[config.mk]
export PLATFORM = sky130hd
export DESIGN_NAME = partition_nonneg_sort_neg_desc
export DESIGN_NICKNAME = d
export VERILOG_FILES = /design/src/sv/pns_pkg.sv /design/src/sv/pns_ram.sv /design/src/sv/pns_datapath.sv /design/src/sv/pns_ucode_rom.sv /design/src/sv/pns_sequencer.sv /design/src/sv/partition_nonneg_sort_neg_desc.sv
export VERILOG_INCLUDE_DIRS = /design/src /design/src/sv
export SDC_FILE = /design/constraint.sdc
export NUM_CORES = 2
export LEC_CHECK = 0
export BUFFER_PORTS_ARGS = -buffer_cell sky130_fd_sc_hd__buf_2
export CORE_MARGIN = 2
export CORE_UTILIZATION = 45
export CTS_CLUSTER_SIZE = 8
export DETAILED_ROUTE_END_ITERATION = 16
export PLACE_DENSITY = 0.56
export SLEW_MARGIN = 25
export SYNTH_ARGS = -nofsm -noshare
export SYNTH_HDL_FRONTEND = slang
export SYNTH_HIERARCHICAL = 1
export SYNTH_SLANG_ARGS = --single-unit
[constraint.sdc]
create_clock -name clock -period 6.2 [get_ports clock]
set_input_delay 0.31 -clock clock [delete_from_list [all_inputs] [get_ports clock]]
set_output_delay 0.31 -clock clock [all_outputs]
set_load 0.02 [all_outputs]
[src/sv/partition_nonneg_sort_neg_desc_assert.svh]
// Assertion macros for the partition and sort block.
`ifndef PARTITION_NONNEG_SORT_NEG_DESC_ASSERT_SVH
`define PARTITION_NONNEG_SORT_NEG_DESC_ASSERT_SVH

`ifndef SYNTH
// Check that a property holds on every clock edge outside reset.
`define PNS_ASSERT(name, clk, rst, prop, msg) \
   name: assert property (@(posedge clk) disable iff (rst) (prop)) else $error(msg);
// Check that a cause is followed by its effect in the next cycle.
`define PNS_ASSERT_NEXT(name, clk, rst, cause, effect, msg) \
   name: assert property (@(posedge clk) disable iff (rst) (cause) |=> (effect)) else $error(msg);
`else
`define PNS_ASSERT(name, clk, rst, prop, msg)
`define PNS_ASSERT_NEXT(name, clk, rst, cause, effect, msg)
`endif

`endif

[src/sv/pns_pkg.sv]
// Shared types, sizes and microcode definitions for the partition and sort block.
package pns_pkg;

   localparam int MAX_LEN = 64;
   localparam int DATA_W  = 32;
   localparam int CNT_W   = $clog2(MAX_LEN + 1);
   localparam int IDX_W   = $clog2(MAX_LEN);
   localparam int UPC_W   = 4;

   typedef logic [UPC_W-1:0] upc_type;

   // Program steps
   localparam upc_type STEP_LOAD      = upc_type'(0);
   localparam upc_type STEP_INIT      = upc_type'(1);
   localparam upc_type STEP_NEG_START = upc_type'(2);
   localparam upc_type STEP_NEG_READ  = upc_type'(3);
   localparam upc_type STEP_NEG_CMP   = upc_type'(4);
   localparam upc_type STEP_NEG_TEST  = upc_type'(5);
   localparam upc_type STEP_NEG_EMIT  = upc_type'(6);
   localparam upc_type STEP_NEG_LOOP  = upc_type'(7);
   localparam upc_type STEP_POS_START = upc_type'(8);
   localparam upc_type STEP_POS_READ  = upc_type'(9);
   localparam upc_type STEP_POS_EMIT  = upc_type'(10);
   localparam upc_type STEP_FINISH    = upc_type'(11);

   typedef enum logic [2:0] {
      OP_NONE       = 3'd0,
      OP_LOAD       = 3'd1,
      OP_INIT       = 3'd2,
      OP_PASS_START = 3'd3,
      OP_CMP_NEG    = 3'd4,
      OP_EMIT_NEG   = 3'd5,
      OP_EMIT_POS   = 3'd6,
      OP_FINISH     = 3'd7
   } op_type;

   typedef enum logic [1:0] {
      HOLD_NONE    = 2'd0,
      HOLD_REQ     = 2'd1,
      HOLD_OUT     = 2'd2,
      HOLD_POS_OUT = 2'd3
   } hold_type;

   typedef enum logic [2:0] {
      JMP_NEVER     = 3'd0,
      JMP_ALWAYS    = 3'd1,
      JMP_NOT_LAST  = 3'd2,
      JMP_MORE      = 3'd3,
      JMP_NOT_FOUND = 3'd4,
      JMP_MULT_MORE = 3'd5
   } jump_type;

   typedef struct packed {
      op_type   op;
      hold_type hold_on;
      jump_type jump;
      upc_type  target;
   } ucode_type;

   // Control from the sequencer to the datapath
   typedef struct packed {
      op_type op;
      logic   go;
   } ctrl_type;

   // Status from the datapath to the sequencer
   typedef struct packed {
      logic req_valid;
      logic req_last;
      logic more;
      logic found;
      logic mult_last;
      logic out_free;
      logic data_neg;
   } status_type;

endpackage

[src/sv/pns_ram.sv]
// Generic single-write, single-read RAM with registered read data.
module pns_ram #(
   parameter int WIDTH = 32,
   parameter int DEPTH = 64,
   localparam int ADDR_W = $clog2(DEPTH)
) (
   input  logic              clock,
   input  logic              wr_en,
   input  logic [ADDR_W-1:0] wr_addr,
   input  logic [WIDTH-1:0]  wr_data,
   input  logic [ADDR_W-1:0] rd_addr,
   output logic [WIDTH-1:0]  rd_data
);

   logic [WIDTH-1:0] mem_ff [DEPTH];
   logic [WIDTH-1:0] rd_data_ff;

   // Write one word, read one word every cycle
   always_ff @(posedge clock) begin
      if (wr_en) begin
         mem_ff[wr_addr] <= wr_data;
      end
      rd_data_ff <= mem_ff[rd_addr];
   end

   assign rd_data = rd_data_ff;

endmodule

[src/sv/pns_datapath.sv]
// Datapath: element store, scan registers, best-value tracking and result register.
module pns_datapath (
   input  logic                              clock,
   input  logic                              reset,
   input  pns_pkg::ctrl_type                 ctrl,
   output pns_pkg::status_type               status,
   input  logic                              req_valid,
   output logic                              req_stall,
   input  logic signed [pns_pkg::DATA_W-1:0] req_value,
   input  logic                              req_is_last,
   output logic                              rsp_valid,
   input  logic                              rsp_stall,
   output logic signed [pns_pkg::DATA_W-1:0] rsp_value_out,
   output logic                              rsp_last_out,
   output logic                              rsp_overflow
);
   import pns_pkg::*;

   logic [CNT_W-1:0]  count_ff, count_in;
   logic              ovf_ff, ovf_in;
   logic [CNT_W-1:0]  addr_ff, addr_in;
   logic              have_thr_ff, have_thr_in;
   logic [DATA_W-1:0] thr_ff, thr_in;
   logic              found_ff, found_in;
   logic [DATA_W-1:0] best_ff, best_in;
   logic [CNT_W-1:0]  mult_ff, mult_in;
   logic [CNT_W-1:0]  emitted_ff, emitted_in;
   logic              rsp_valid_ff, rsp_valid_in;
   logic [DATA_W-1:0] rsp_value_ff, rsp_value_in;
   logic              rsp_last_ff, rsp_last_in;
   logic              rsp_ovf_ff, rsp_ovf_in;

   logic              store_en;
   logic              room;
   logic [DATA_W-1:0] rd_data;
   logic              data_neg;
   logic              out_free;
   logic              candidate;
   logic              push;
   logic [DATA_W-1:0] push_value;

   // Element store
   pns_ram #(
      .WIDTH (DATA_W),
      .DEPTH (MAX_LEN)
   ) u_store (
      .clock   (clock),
      .wr_en   (store_en),
      .wr_addr (count_ff[IDX_W-1:0]),
      .wr_data (req_value),
      .rd_addr (addr_ff[IDX_W-1:0]),
      .rd_data (rd_data)
   );

   assign room      = count_ff < CNT_W'(MAX_LEN);
   assign store_en  = ctrl.go && (ctrl.op == OP_LOAD) && room;
   assign data_neg  = rd_data[DATA_W-1];
   assign out_free  = !rsp_valid_ff || !rsp_stall;
   assign req_stall = (ctrl.op != OP_LOAD);

   // Negative below the last emitted value is a candidate for this pass
   assign candidate = data_neg &&
                      (!have_thr_ff || ($signed(rd_data) < $signed(thr_ff)));

   // Select what goes to the result register
   assign push = ctrl.go && ((ctrl.op == OP_EMIT_NEG) ||
                             ((ctrl.op == OP_EMIT_POS) && !data_neg));
   assign push_value = (ctrl.op == OP_EMIT_NEG) ? best_ff : rd_data;

   // Status toward the sequencer
   always_comb begin
      status.req_valid = req_valid;
      status.req_last  = req_is_last;
      status.more      = (addr_ff + CNT_W'(1)) != count_ff;
      status.found     = found_ff;
      status.mult_last = mult_ff == CNT_W'(1);
      status.out_free  = out_free;
      status.data_neg  = data_neg;
   end

   // Next state of the working registers
   always_comb begin
      count_in    = count_ff;
      ovf_in      = ovf_ff;
      addr_in     = addr_ff;
      have_thr_in = have_thr_ff;
      thr_in      = thr_ff;
      found_in    = found_ff;
      best_in     = best_ff;
      mult_in     = mult_ff;
      emitted_in  = emitted_ff;
      if (ctrl.go) begin
         case (ctrl.op)
            OP_LOAD: begin
               if (room) begin
                  count_in = count_ff + CNT_W'(1);
               end else begin
                  ovf_in = 1'b1;
               end
            end
            OP_INIT: begin
               have_thr_in = 1'b0;
               emitted_in  = '0;
            end
            OP_PASS_START: begin
               addr_in  = '0;
               found_in = 1'b0;
               mult_in  = '0;
            end
            OP_CMP_NEG: begin
               addr_in = addr_ff + CNT_W'(1);
               if (candidate) begin
                  if (!found_ff || ($signed(rd_data) > $signed(best_ff))) begin
                     best_in  = rd_data;
                     mult_in  = CNT_W'(1);
                     found_in = 1'b1;
                  end else if (rd_data == best_ff) begin
                     mult_in = mult_ff + CNT_W'(1);
                  end
               end
            end
            OP_EMIT_NEG: begin
               mult_in    = mult_ff - CNT_W'(1);
               emitted_in = emitted_ff + CNT_W'(1);
               if (mult_ff == CNT_W'(1)) begin
                  thr_in      = best_ff;
                  have_thr_in = 1'b1;
               end
            end
            OP_EMIT_POS: begin
               addr_in = addr_ff + CNT_W'(1);
               if (!data_neg) begin
                  emitted_in = emitted_ff + CNT_W'(1);
               end
            end
            OP_FINISH: begin
               count_in = '0;
               ovf_in   = 1'b0;
            end
            default: begin
            end
         endcase
      end
   end

   // Result register: load on push, drop after transfer
   always_comb begin
      rsp_valid_in = rsp_valid_ff;
      rsp_value_in = rsp_value_ff;
      rsp_last_in  = rsp_last_ff;
      rsp_ovf_in   = rsp_ovf_ff;
      if (push) begin
         rsp_valid_in = 1'b1;
         rsp_value_in = push_value;
         rsp_last_in  = (emitted_ff + CNT_W'(1)) == count_ff;
         rsp_ovf_in   = ovf_ff;
      end else if (!rsp_stall) begin
         rsp_valid_in = 1'b0;
      end
   end

   // Control registers
   always_ff @(posedge clock) begin
      if (reset) begin
         count_ff     <= '0;
         ovf_ff       <= 1'b0;
         have_thr_ff  <= 1'b0;
         found_ff     <= 1'b0;
         mult_ff      <= '0;
         emitted_ff   <= '0;
         addr_ff      <= '0;
         rsp_valid_ff <= 1'b0;
      end else begin
         count_ff     <= count_in;
         ovf_ff       <= ovf_in;
         have_thr_ff  <= have_thr_in;
         found_ff     <= found_in;
         mult_ff      <= mult_in;
         emitted_ff   <= emitted_in;
         addr_ff      <= addr_in;
         rsp_valid_ff <= rsp_valid_in;
      end
   end

   // Payload registers
   always_ff @(posedge clock) begin
      thr_ff       <= thr_in;
      best_ff      <= best_in;
      rsp_value_ff <= rsp_value_in;
      rsp_last_ff  <= rsp_last_in;
      rsp_ovf_ff   <= rsp_ovf_in;
   end

   assign rsp_valid     = rsp_valid_ff;
   assign rsp_value_out = rsp_value_ff;
   assign rsp_last_out  = rsp_last_ff;
   assign rsp_overflow  = rsp_ovf_ff;

endmodule

[src/sv/pns_ucode_rom.sv]
// Microcode table: one control word per program step.
module pns_ucode_rom (
   input  pns_pkg::upc_type   upc,
   output pns_pkg::ucode_type word
);
   import pns_pkg::*;

   // Decode the step into its control word
   always_comb begin
      unique case (upc)
         STEP_LOAD:      word = '{OP_LOAD,       HOLD_REQ,     JMP_NOT_LAST,  STEP_LOAD};
         STEP_INIT:      word = '{OP_INIT,       HOLD_NONE,    JMP_NEVER,     STEP_LOAD};
         STEP_NEG_START: word = '{OP_PASS_START, HOLD_NONE,    JMP_NEVER,     STEP_LOAD};
         STEP_NEG_READ:  word = '{OP_NONE,       HOLD_NONE,    JMP_NEVER,     STEP_LOAD};
         STEP_NEG_CMP:   word = '{OP_CMP_NEG,    HOLD_NONE,    JMP_MORE,      STEP_NEG_READ};
         STEP_NEG_TEST:  word = '{OP_NONE,       HOLD_NONE,    JMP_NOT_FOUND, STEP_POS_START};
         STEP_NEG_EMIT:  word = '{OP_EMIT_NEG,   HOLD_OUT,     JMP_MULT_MORE, STEP_NEG_EMIT};
         STEP_NEG_LOOP:  word = '{OP_NONE,       HOLD_NONE,    JMP_ALWAYS,    STEP_NEG_START};
         STEP_POS_START: word = '{OP_PASS_START, HOLD_NONE,    JMP_NEVER,     STEP_LOAD};
         STEP_POS_READ:  word = '{OP_NONE,       HOLD_NONE,    JMP_NEVER,     STEP_LOAD};
         STEP_POS_EMIT:  word = '{OP_EMIT_POS,   HOLD_POS_OUT, JMP_MORE,      STEP_POS_READ};
         STEP_FINISH:    word = '{OP_FINISH,     HOLD_NONE,    JMP_ALWAYS,    STEP_LOAD};
         default:        word = '{OP_FINISH,     HOLD_NONE,    JMP_ALWAYS,    STEP_LOAD};
      endcase
   end

endmodule

[src/sv/pns_sequencer.sv]
// Step counter with hold and conditional jump over the microcode table.
module pns_sequencer (
   input  logic                clock,
   input  logic                reset,
   input  pns_pkg::status_type status,
   output pns_pkg::ctrl_type   ctrl,
   output pns_pkg::upc_type    upc
);
   import pns_pkg::*;

   upc_type   upc_ff, upc_in;
   ucode_type word;
   logic      go;
   logic      take_jump;

   pns_ucode_rom u_rom (
      .upc  (upc_ff),
      .word (word)
   );

   // Hold on the step until its condition is met
   always_comb begin
      case (word.hold_on)
         HOLD_NONE:    go = 1'b1;
         HOLD_REQ:     go = status.req_valid;
         HOLD_OUT:     go = status.out_free;
         HOLD_POS_OUT: go = status.data_neg || status.out_free;
         default:      go = 1'b1;
      endcase
   end

   // Evaluate the jump condition
   always_comb begin
      case (word.jump)
         JMP_NEVER:     take_jump = 1'b0;
         JMP_ALWAYS:    take_jump = 1'b1;
         JMP_NOT_LAST:  take_jump = !status.req_last;
         JMP_MORE:      take_jump = status.more;
         JMP_NOT_FOUND: take_jump = !status.found;
         JMP_MULT_MORE: take_jump = !status.mult_last;
         default:       take_jump = 1'b0;
      endcase
   end

   // Advance, jump or hold
   always_comb begin
      if (!go) begin
         upc_in = upc_ff;
      end else if (take_jump) begin
         upc_in = word.target;
      end else begin
         upc_in = upc_ff + upc_type'(1);
      end
   end

   always_ff @(posedge clock) begin
      if (reset) begin
         upc_ff <= STEP_LOAD;
      end else begin
         upc_ff <= upc_in;
      end
   end

   assign ctrl.op = word.op;
   assign ctrl.go = go;
   assign upc     = upc_ff;

endmodule

[src/sv/partition_nonneg_sort_neg_desc.sv]
// Load: one transfer per cycle while the block waits for the marked last item.
// After the last item, the run scans the store RAM once per distinct negative value and emits its copies,
// largest first, then scans once more without a find, then scans for the non-negatives in arrival order;
// the next vector loads after the run.
// Reset is synchronous, active high; it empties the store and clears overflow.
`include "partition_nonneg_sort_neg_desc_assert.svh"

module partition_nonneg_sort_neg_desc (
   input  logic                              clock,
   input  logic                              reset,
   input  logic                              req_valid,
   output logic                              req_stall,
   input  logic signed [pns_pkg::DATA_W-1:0] req_value,
   input  logic                              req_is_last,
   output logic                              rsp_valid,
   input  logic                              rsp_stall,
   output logic signed [pns_pkg::DATA_W-1:0] rsp_value_out,
   output logic                              rsp_last_out,
   output logic                              rsp_overflow
);
   import pns_pkg::*;

   ctrl_type   ctrl;
   status_type status;
   upc_type    upc;

   pns_sequencer u_seq (
      .clock  (clock),
      .reset  (reset),
      .status (status),
      .ctrl   (ctrl),
      .upc    (upc)
   );

   pns_datapath u_dp (
      .clock         (clock),
      .reset         (reset),
      .ctrl          (ctrl),
      .status        (status),
      .req_valid     (req_valid),
      .req_stall     (req_stall),
      .req_value     (req_value),
      .req_is_last   (req_is_last),
      .rsp_valid     (rsp_valid),
      .rsp_stall     (rsp_stall),
      .rsp_value_out (rsp_value_out),
      .rsp_last_out  (rsp_last_out),
      .rsp_overflow  (rsp_overflow)
   );

   // Input is open only on the load step
   `PNS_ASSERT(a_stall_load, clock, reset, !req_stall |-> (upc == STEP_LOAD), "input open off load step")
   // A negative is emitted only after a pass found one
   `PNS_ASSERT(a_emit_found, clock, reset, (ctrl.op == OP_EMIT_NEG) |-> status.found, "emit without found value")
   // A new result never starts from the load step
   `PNS_ASSERT(a_rsp_source, clock, reset, $rose(rsp_valid) |-> $past(upc != STEP_LOAD), "result pushed while loading")
   // Finishing a run returns to loading
   `PNS_ASSERT_NEXT(a_finish_load, clock, reset, ctrl.op == OP_FINISH, upc == STEP_LOAD, "finish did not return to load")

endmodule

==> reports/qor.yml <==
hold_path:
  holdPathStages: 1
  whs_endpoint: "u_dp/u_store/mem_ff[8][18]$_DFFE_PP_"
  holdCritStartpoint: "req_value[18]"
  hp-class: "primary input to flop"
setup_path:
  r2r_slack_ns: 1.70
  required_ns: 6.76
  rr_startpoint: "u_seq/upc[0]$_SDFFE_PP0P_"
  critical_path.endpoint_type: "flop"
  rr_worst_depth: 14
  r2r-end: "u_dp/u_store/mem_ff[19][10]$_DFFE_PP_"
  cp.arrival_ns: 5.05
  critPathMaxFanout: 20
  startpoint_type: "flop"
  crit_type: "flop to flop"
yosys:
  synthTopCellsByArea: "edfxtp_1, mux4_2, dfxtp_1"
  synth_top_cell_area_share_pct: 74.8
  avgSynthCellArea_sq_um: 21.1
  yosysUniqueCellTypes: 81
  synthesis.nets: 4188
  yosysTopAreaCell: "edfxtp_1"
  synth-edff-count: 2146
  syn_area_sq_um: 86100
  ys_warn_count: 6
  syn_inst: 4075
  async_reset_ff_share_pct: 0
  ys_ff_latch: 2214
  ys_seq_area_share_pct: 76.4
  yosys_most_used_dff: "edfxtp_1"
place:
  gp_congestion: 0.830
  post-place-ws_ns: 1.77
  dp_hpwl_mm: 137
  portBuffers: 72
die:
  ios: 73
  die_w_microns: 441
  dieArea_sq_um: 195000
  core-area_sq_um: 190000
  start_util_pct: 45.3
  die_y_microns: 441
  std_cell_rows: 160
clock_tree:
  clock_path_buffers: 4
  tritoncts: "done"
  cts.repair.resized: 0
  root_buffer: "clkbuf_16"
  cts_htree_levels: 5
  cts.sinks: 2214
  cts_made_buffers: 327
  insertion_delay_ns: 0.94
  clk_pin_slew_worst_paths_ns: 0.05
sta:
  maxSlewHeadroom_pct: 31.2
  tns_ns: 0
  hold_slack_ns: 0.0255
  worst_pin_slew_ns: 1.03
  rsz0062_at_grt: "false"
  finalClockSkew_ns: 0.0514
  hold_viol: 0
  setup_viol: 0
  final_max_slew_viol_count: 0
  finalWorstSetupSlack_ns: 1.70
  min_period_ns: 4.50
  fin_crit_sh_pct: 72.5
  fmax_mhz: 222
outcome:
  status: "finished, final reports clean"
detailed_routing:
  postRouteAntennaNets: 0
  drcViolationCount: 0
  wl_met2_mm: 110
  top_layer: "met5"
  wl_met3_mm: 19.8
  wl_met1_mm: 96.1
  vias: 42800
  postRouteWirelength_mm: 232
  post_drt_wl_per_cell_microns: 32.9
  dr.pass1.iters: 7
  post_drt_via_cell_ratio: 6.07
  drt-initial-drc-count: 5240
power:
  irDropWorstVdd_mv: 0.312
  power.switching_mw: 8.10
  combPwrFrac_pct: 7.6
  switching_share_pct: 22.9
  power_density_nw_per_um2: 356
  p_int_mw: 27.3
  seqPwrFrac_pct: 48.5
  power_mw: 35.4
  power_frac_clock_pct: 43.9
  p_leak_nw: 30.8
grt:
  antenna_found_initial: 23
  globalRouteOverflowTotal: 0
  grt_pass1_vias: 42600
  grt_max_degree: 100
  gr-usage-all-layers_pct: 24.0
  grt_pass1_wl_mm: 326
cells_and_area:
  nFillCells: 14800
  area_growth_pct: 15.6
  fin_nets: 4549
  layout-drive-gt1-share_pct: 26.8
run:
  drv_cap: 0
## cells in the mapped netlist, types with 21 or more instances
master    instances
a21oi_1         109
buf_1            23
buf_2            57
buf_4            31
clkbuf_1         89
dfxtp_1          68
edfxtp_1       2146
ha_1             76
inv_1            86
mux2i_1          95
mux4_2          544
nand2_1         102
nand3_1          21
nor2_1          185
nor2b_1          21
o21ai_0          58
o221ai_1         30
o22ai_1          89
## worst max-delay path, stage by stage, from the launching register on
cell	delay [ns]
dfxtp_1	0.46
inv_1	0.14
ha_1	0.28
mux2i_1	0.15
nor2_1	0.07
nor3b_2	0.19
a21o_2	0.24
inv_1	0.29
inv_1	0.19
nor4_1	0.31
buf_4	0.25
nand3_1	0.35
buf_4	0.37
nor2_4	0.40
buf_4	0.43
## cell usage in the layout, fill, tap and decap left out, types with 30 or more instances in the layout
cell       instances
ha_1              76
a21oi_1          109
dfxtp_1           63
inv_1             86
buf_4            158
nor2_4            62
buf_2             45
mux4_2           544
o21ai_0           58
edfxtp_1        2146
nand2_1          101
clkbuf_1          80
clkbuf_16        335
o22ai_1           89
nor2_1           123
o221ai_1          30
mux2i_1           95
## per-layer routing
layer  global-route usage (%)  vias to the layer above
met5                        0                        -
met3                     4.66                      331
met1                     34.7                    22900
met2                     37.3                     1881
met4                     7.06                        2
li1                         -                    17700
## state kept, by name (all words and copies together), names as in the netlist
register / count
u_dp/u_store/rd_data: 32
u_dp/rsp_overflow: 1
u_dp/count_ff: 7
u_dp/emitted_ff: 7
u_dp/have_thr_ff: 1
u_dp/rsp_valid: 1
u_dp/rsp_last_out: 1
u_dp/ovf_ff: 1
u_dp/mult_ff: 7
u_dp/thr_ff: 32
u_dp/addr_ff: 7
u_dp/u_store/mem_ff: 2048
u_seq/upc: 4
u_dp/best_ff: 32
u_dp/rsp_value_out: 32
u_dp/found_ff: 1
## power groups by stage
stage | sequential (mW) | combinational (mW) | clock, mW
after global routing | 17.2 | 2.90 | 16.5
after floorplan | 17.3 | 1.41 | 0
after global placement | 17.5 | 2.65 | 0
after detailed placement | 17.5 | 2.67 | 0
after CTS | 17.2 | 2.69 | 15.8
final | 17.2 | 2.69 | 15.5
## cell families (layout without fill, tap and decap cells)
group / after synthesis / in the layout / share of synthesized area (%)
and+or+nand+nor: 443 / 443 / 2.46
other: 0 / 10 / 0
xor gates and xnor gates: 26 / 26 / 0.264
adders and majority gates: 76 / 76 / 1.10
AOI/OAI and AO/OA: 380 / 380 / 2.83
muxes: 640 / 640 / 15.3
DFF: 2214 / 2214 / 76.4
buffers and inverters: 296 / 749 / 1.58
## metrics by stage
| stage | utilization [%] | instances | instance area [sq um] |
|---|---|---|---|
| after floorplan | - | 4075 | 86100 |
| after global placement | 47.6 | 6603 | 90600 |
| after detailed placement | 47.7 | 6605 | 90700 |
| after CTS | 52.3 | 7038 | 99500 |
| after global routing | 52.3 | 7039 | 99500 |
| final | 52.4 | 7049 | 99600 |
## worst max path at each step
stage	start	slack, ns	to
after detailed placement	u_seq/upc[0]$_SDFFE_PP0P_	1.77	u_dp/u_store/mem_ff[19][2]$_DFFE_PP_
after global routing	u_seq/upc[0]$_SDFFE_PP0P_	1.34	u_dp/u_store/mem_ff[19][10]$_DFFE_PP_
after floorplan	u_seq/upc[0]$_SDFFE_PP0P_	0.62	u_dp/best_ff[0]$_DFFE_PP_
final	u_seq/upc[0]$_SDFFE_PP0P_	1.70	u_dp/u_store/mem_ff[19][10]$_DFFE_PP_
after global placement	u_seq/upc[0]$_SDFFE_PP0P_	1.86	u_dp/u_store/mem_ff[19][2]$_DFFE_PP_
after CTS	u_seq/upc[0]$_SDFFE_PP0P_	1.74	u_dp/u_store/mem_ff[19][10]$_DFFE_PP_
## layout make-up
cell class / instances / area (sq um) / share of cell area (%)
Tap cell: 2511 / 3140 / 3.16
Clock buffer: 415 / 8680 / 8.72
Timing Repair Buffer: 241 / 2050 / 2.06
Clock inverter: 6 / 67.6 / 0.0679
Multi-Input combinational cell: 1565 / 19500 / 19.5
Antenna cell: 10 / 25.0 / 0.0251
Inverter: 87 / 327 / 0.328
Sequential cell: 2214 / 65800 / 66.1
## timing repair
action / 4_1_cts / 5_1_grt
endpoints found under the hold margin: 137 / 2
hold buffers: 12 / 1
buffers inserted: 0 / 0
Note: power is estimated with default switching activity, not from simulation.
